==> src/hdl/rcem_pkg.sv <==
// Shared types and constants of the Roberts cross edge magnitude block.
// Used by the channel interfaces, the front end, the square root cells and the top level.
`default_nettype none

package rcem_pkg;

    localparam int PIX_W     = 8;
    localparam int COORD_W   = 11;
    localparam int CFG_W     = 12;
    localparam int CFG_IDX_W = 2;

    localparam logic [CFG_W-1:0] WIDTH_RESET  = 12'd640;
    localparam logic [CFG_W-1:0] HEIGHT_RESET = 12'd480;

    // Sum of two squared 9-bit differences, and the square root datapath.
    localparam int SUM_W     = 17;
    localparam int RAD_W     = SUM_W + 1;
    localparam int ROOT_W    = RAD_W / 2;
    localparam int REM_W     = ROOT_W + 1;
    localparam int REM_SH_W  = REM_W + 2;
    localparam int SQ_STEPS  = RAD_W / 2;

    // Bit positions of the pending result mask, in emission order.
    localparam int RES_MAG = 0;
    localparam int RES_COL = 1;
    localparam int RES_ROW = 2;
    localparam int RES_N   = 3;

    typedef enum logic [CFG_IDX_W-1:0] {
        REG_IMAGE_WIDTH  = 2'd0,
        REG_IMAGE_HEIGHT = 2'd1
    } cfg_reg_t;

    typedef struct packed {
        logic [PIX_W-1:0]   above;
        logic [PIX_W-1:0]   pix;
        logic [COORD_W-1:0] row;
        logic [COORD_W-1:0] col;
        logic               has_mag;
        logic               has_colcopy;
        logic               has_rowcopy;
        logic               frame_end;
    } rcem_side_t;

    typedef struct packed {
        logic              valid;
        logic [RAD_W-1:0]  rad;
        logic [REM_W-1:0]  rem;
        logic [ROOT_W-1:0] root;
        rcem_side_t        side;
    } rcem_sq_t;

endpackage

`default_nettype wire

==> src/hdl/rcem_sqrt_cell.sv <==
// One cell of the square root chain: retires one root bit per cell.
// Depends on rcem_pkg for the cell payload struct.
`default_nettype none

module rcem_sqrt_cell (
    input  wire logic               clk,
    input  wire logic               rst_n,
    input  wire rcem_pkg::rcem_sq_t up,
    output logic                    up_ready,
    output rcem_pkg::rcem_sq_t      dn,
    input  wire logic               dn_ready
);
    import rcem_pkg::*;

    logic                valid_reg;
    rcem_sq_t            data_reg;
    rcem_sq_t            data_next;
    logic [REM_SH_W-1:0] rem_sh;
    logic [REM_SH_W-1:0] trial;
    logic [REM_SH_W-1:0] diff;

    assign up_ready = !valid_reg || dn_ready;

    // Bring down the next two radicand bits and try the next root bit.
    always_comb
    begin
        rem_sh    = {up.rem, up.rad[RAD_W-1 -: 2]};
        trial     = {1'b0, up.root, 2'b01};
        diff      = rem_sh - trial;
        data_next = up;
        data_next.rad = {up.rad[RAD_W-3:0], 2'b00};
        if (rem_sh >= trial)
        begin
            data_next.rem  = diff[REM_W-1:0];
            data_next.root = {up.root[ROOT_W-2:0], 1'b1};
        end
        else
        begin
            data_next.rem  = rem_sh[REM_W-1:0];
            data_next.root = {up.root[ROOT_W-2:0], 1'b0};
        end
    end

    always_ff @(posedge clk or negedge rst_n)
    begin
        if (!rst_n)
        begin
            valid_reg <= 1'b0;
        end
        else if (up_ready)
        begin
            valid_reg <= up.valid;
        end
    end

    always_ff @(posedge clk)
    begin
        if (up_ready && up.valid)
        begin
            data_reg <= data_next;
        end
    end

    always_comb
    begin
        dn       = data_reg;
        dn.valid = valid_reg;
    end

endmodule

`default_nettype wire

==> config.mk <==
export PLATFORM = sky130hd
export DESIGN_NAME = rcem_sqrt_cell
export DESIGN_NICKNAME = d
export VERILOG_FILES = /design/src/hdl/rcem_pkg.sv /design/src/hdl/rcem_sqrt_cell.sv
export SDC_FILE = /design/constraint.sdc
export NUM_CORES = 1
export LEC_CHECK = 0
export BUFFER_PORTS_ARGS = -buffer_cell sky130_fd_sc_hd__buf_4
export CAP_MARGIN = 40
export CORE_MARGIN = 2
export CORE_UTILIZATION = 44
export CTS_CLUSTER_DIAMETER = 80
export DETAILED_ROUTE_END_ITERATION = 7
export PLACE_DENSITY = 0.79
export SYNTH_ARGS = -nofsm -noshare
export SYNTH_HDL_FRONTEND = slang
export SYNTH_SLANG_ARGS = --single-unit
==> constraint.sdc <==
create_clock -name clk -period 3.7 [get_ports clk]
set_input_delay 0.185 -clock clk [delete_from_list [all_inputs] [get_ports clk]]
set_output_delay 0.185 -clock clk [all_outputs]
set_load 0.05 [all_outputs]
* Word level (Yosys, flattened, before mapping)
Index checks and enable logic that the tools add are counted.
** Operators by class
- Add/subtract/negate cells :: 1
- $lt $le $gt $ge :: 1
- Multiplexer cells :: 1
- Reduce and logical (&&, ||, !) cells :: 3
** Operators with widths (count)
- two-way mux 19 bit :: 1
- greater-or-equal comparator 12 x 11 -> 1 bit :: 1
- subtractor 10 bit :: 1
- logical AND 1 bit :: 1
- zero test 1 bit :: 1
- logical OR 1 bit :: 1
** Storage, ports and cells
- Bits in registers :: 78
- Input port bits :: 83
- Logic and storage cells :: 18

* Longest topological paths before layout
- Word-level depth :: 3
- Gate-level depth with buffers :: 8
- Gate-level depth less buffers :: 7

* Least setup slack after synthesis
Ideal clock, no wire load.
- Path type :: flip-flop to flip-flop
- Start point :: register valid_reg
- End point :: register data_reg, in the netlist dn[0], enable pin
- Arrival time :: 2663 ps
- Required time :: 3257 ps
- Slack :: 593 ps
- Cell stages (with the launch flop) :: 3
- Buffers on the path :: 0
- Cell sequence :: dfrtp_1 -> nand2b_1 -> and2_1
** On the way
- Cells in the longest elaborated chain, start to end :: 3
** RTL lines
- from (decl) :: line rcem_sqrt_cell.sv:15 : logic valid_reg;
- from (signal assigned) :: line rcem_sqrt_cell.sv:52 : valid_reg <= up.valid;
- zero test 1 bit :: line rcem_sqrt_cell.sv:22 : assign up_ready = !valid_reg || dn_ready;
- logical OR 1 bit :: line rcem_sqrt_cell.sv:22
- via up_ready :: line rcem_sqrt_cell.sv:9 : output logic up_ready,
- logical AND 1 bit :: line rcem_sqrt_cell.sv:58 : if (up_ready && up.valid)
- to (signal assigned) :: line rcem_sqrt_cell.sv:60 : data_reg <= data_next;
- to (decl) :: line rcem_sqrt_cell.sv:16 : rcem_sq_t data_reg;
The timed path passes the listed nets, and every way through them passes these cells.
A chain may end at the register's enable or synchronous reset.

==> out/results.tsv <==
stage	metric	value	unit
status	status	complete, no violations	
routing	DRC	0	
synthesis	Post-Synthesis Cells	169	
setup_path	Critical Path Source	up[58]	
clocking	Post-CTS Setup Inserts	0	
grt	vias in the first global route	1964	
clocking	CTS root buf	clkbuf_8	
timing	number of hold violations in the final report	0	
clocking	CTS tree	built	
layout	layout cells sized above 1	50.4	%
setup_path	WS Path Type	primary input to flop	
setup_path	R2R cell count	3	
timing	final setup violation count	0	
routing	drt pass-1 iters	4	
die	I/O pins	164	
layout	final net count	464	
synthesis	Synth cell types	35	
layout	most frequent cells in the layout	161 x buf_4, 77 x edfxtp_1, 31 x dlygate4sd3_1	
die	area of the core	6760	sq um
clocking	H-Tree Depth	3	
power_and_ir_drop	P_leak	2.11	nW
routing	Routed Wire Length	8870	um
timing	Slew headroom	49.1	%
grt	largest net degree at the start of global routing	72	
routing	WL per Instance	19.5	um
grt	first-pass GRT wire length	10400	um
layout	area grow syn2layout	60.1	%
placement	pre-CTS WS	1.25	ns
clocking	clk buf depth	2	
routing	Final ANT Viol Nets	0	
synthesis	register area share after synthesis	76.7	%
die	Starting Density	45.1	%
layout	fin util	72.2	%
grt	Global Route Usage Sum	19.1	%
timing	worst slew pin tran	0.763	ns
setup_path	startpoint types	primary input	
power_and_ir_drop	fraction of power spent switching nets	28.3	%
timing	RSZ-0062 raised after global routing	false	
setup_path	R2R Setup Slk	2.29	ns
placement	HPWL Detailed	5780	um
synthesis	synthesized flop and latch total	78	
clocking	Sink Count	78	
layout	antenna cell count	0	
die	total die area	7600	sq um
setup_path	worst setup path endpoint	dn[60]	
clocking	cts bufs inserted	9	
synthesis	Synth Cell Area	3050	sq um
routing	vias post-DR	2225	
setup_path	WP data arrival	2.16	ns
placement	Port Buffers	161	
power_and_ir_drop	net switching power	0.000640	W
routing	initial DRC count	175	
placement	GP Congestion	0.823	
routing	Via density	4.89	
timing	setup tns final	0	ns
timing	final setup margin	1.63	ns
grt	grt total ovfl	0	
setup_path	crit-path max FO	11	
power_and_ir_drop	power density cells	464	nW/um^2
setup_path	r2r startpoint	valid_reg	
timing	final slew viol count	0	
timing	Worst Skew	0.00725	ns
grt	initial antenna violation count	0	
power_and_ir_drop	logic gate share of total power	23.2	%
synthesis	Mean Syn Cell Area	18.0	sq um
power_and_ir_drop	Clock power frac	30.1	%
power_and_ir_drop	VDD IR max	0.249	mV
clocking	Clock transition at path regs	0.08	ns
clocking	Clock Latency Late Sink	0.33	ns
timing	fin crit share	56.0	%
layout	number of flip-flops in the largest register	77	
setup_path	Setup crit end kind	flop	
die	Chip Width	87.2	um
power_and_ir_drop	Reg power frac	46.8	%
run	maxcap violations	0	
worst_hold_path	Worst Hold Class	primary input to flop	
power_and_ir_drop	Pint	0.00162	W
setup_path	CP Data Required Time	3.79	ns
die	die height	87.2	um
layout	commonest non-fill, non-tap cell in the layout	buf_4	
setup_path	FF-to-FF End	dn[54]	
timing	Period minus WS final	2.07	ns
synthesis	Ys Warns	0	
timing	Max Clock Freq	483	MHz
die	FP Rows	30	
power_and_ir_drop	total power	0.00226	W
-- cell usage after synthesis, drive strengths merged --
cell type,n,area share [%]
edfxtp,77,76
inv,12,1.5
ha,11,4.5
mux2,8,3.8
o21ai,7,1.4
a21oi,6,1.1
nand2,5,0.62
nor2,5,0.62
xnor2,5,1.4
buf,4,1.1
nand2b,4,0.82
nor3,3,0.49
o211ai,3,0.74
nand3,2,0.33
nor2b,2,0.66
o21a,2,0.49
a2111oi,1,0.90
a211o,1,0.29
a2bb2oi,1,0.29
a31oi,1,0.21
a41oi,1,0.29
and2,1,0.21
and3,1,0.21
conb,1,0.12
dfrtp,1,0.82
mux2i,1,0.33
o31a,1,0.29
or3,1,0.21
xor2,1,0.29
-- repair_timing --
item,in CTS,in global routing
gates resized for setup,0,0
hold buffers,3,28
endpoints found under the setup margin,0,0
endpoints found under the hold margin,3,28
-- worst min-delay path by stage --
stage,start,endpoint,cells past startpoint
2_1_floorplan,rst_n,valid_reg,0
3_3_place_gp,rst_n,valid_reg,1
3_5_place_dp,rst_n,valid_reg,1
4_1_cts,up[30],dn[30],1
5_1_grt,up[14],dn[14],1
6_report,up[1],dn[1],1
-- cell families after synthesis --
group	synth area share (%)
adder cells (fa/ha/maj)	4.52
AND/OR/NAND/NOR	4.15
other	0.123
flip-flops	76.7
XOR/XNOR	1.73
multiplexers	4.15
buffers and inverters	2.59
AO/OA/AOI/OAI	6.00
-- area by class of cell --
type	instances	area, sq um
sequential	78	2340
timing repair buffer	193	1550
clock buffer	9	124
tap	80	100
clock inverter	7	88.8
inverter	12	45.0
fill	444	1880
multi-input combinational	76	636
-- power by group through the flow --
| stage | Clock, W | Sequential (W) | Combinational (W) |
|---|---|---|---|
| after global routing | 0.000725 | 0.00106 | 0.000550 |
| after global placement | 0 | 0.00107 | 0.000478 |
| final | 0.000680 | 0.00106 | 0.000524 |
| after floorplan | 0 | 0.00126 | 0.000135 |
| after CTS | 0.000685 | 0.00105 | 0.000496 |
| after detailed placement | 0 | 0.00107 | 0.000493 |
-- through the flow --
step	hold slack, ns	area [sq um]	cells
after floorplan	-0.111	3050	170
after global placement	-0.0398	4330	407
after detailed placement	-0.0370	4350	408
after CTS	0.0000939	4600	427
after global routing	0.000587	4880	455
final	0.0219	4880	455
-- critical path, cell delays in order --
cell     delay (ns)
buf_4          0.12
ha_1           0.34
nand2_1        0.07
nor3_1         0.32
nand2_1        0.11
o21ai_2        0.62
mux2_1         0.39
-- routing by layer --
metal	GRT usage [%]	vias up	wire length, um
li1	-	1037	-
met1	19.8	1088	3050
met2	35.8	93	5110
met3	5.50	7	614
met4	7.55	0	96
met5	0	-	0
No activity file was read; power rests on OpenSTA's default activity.
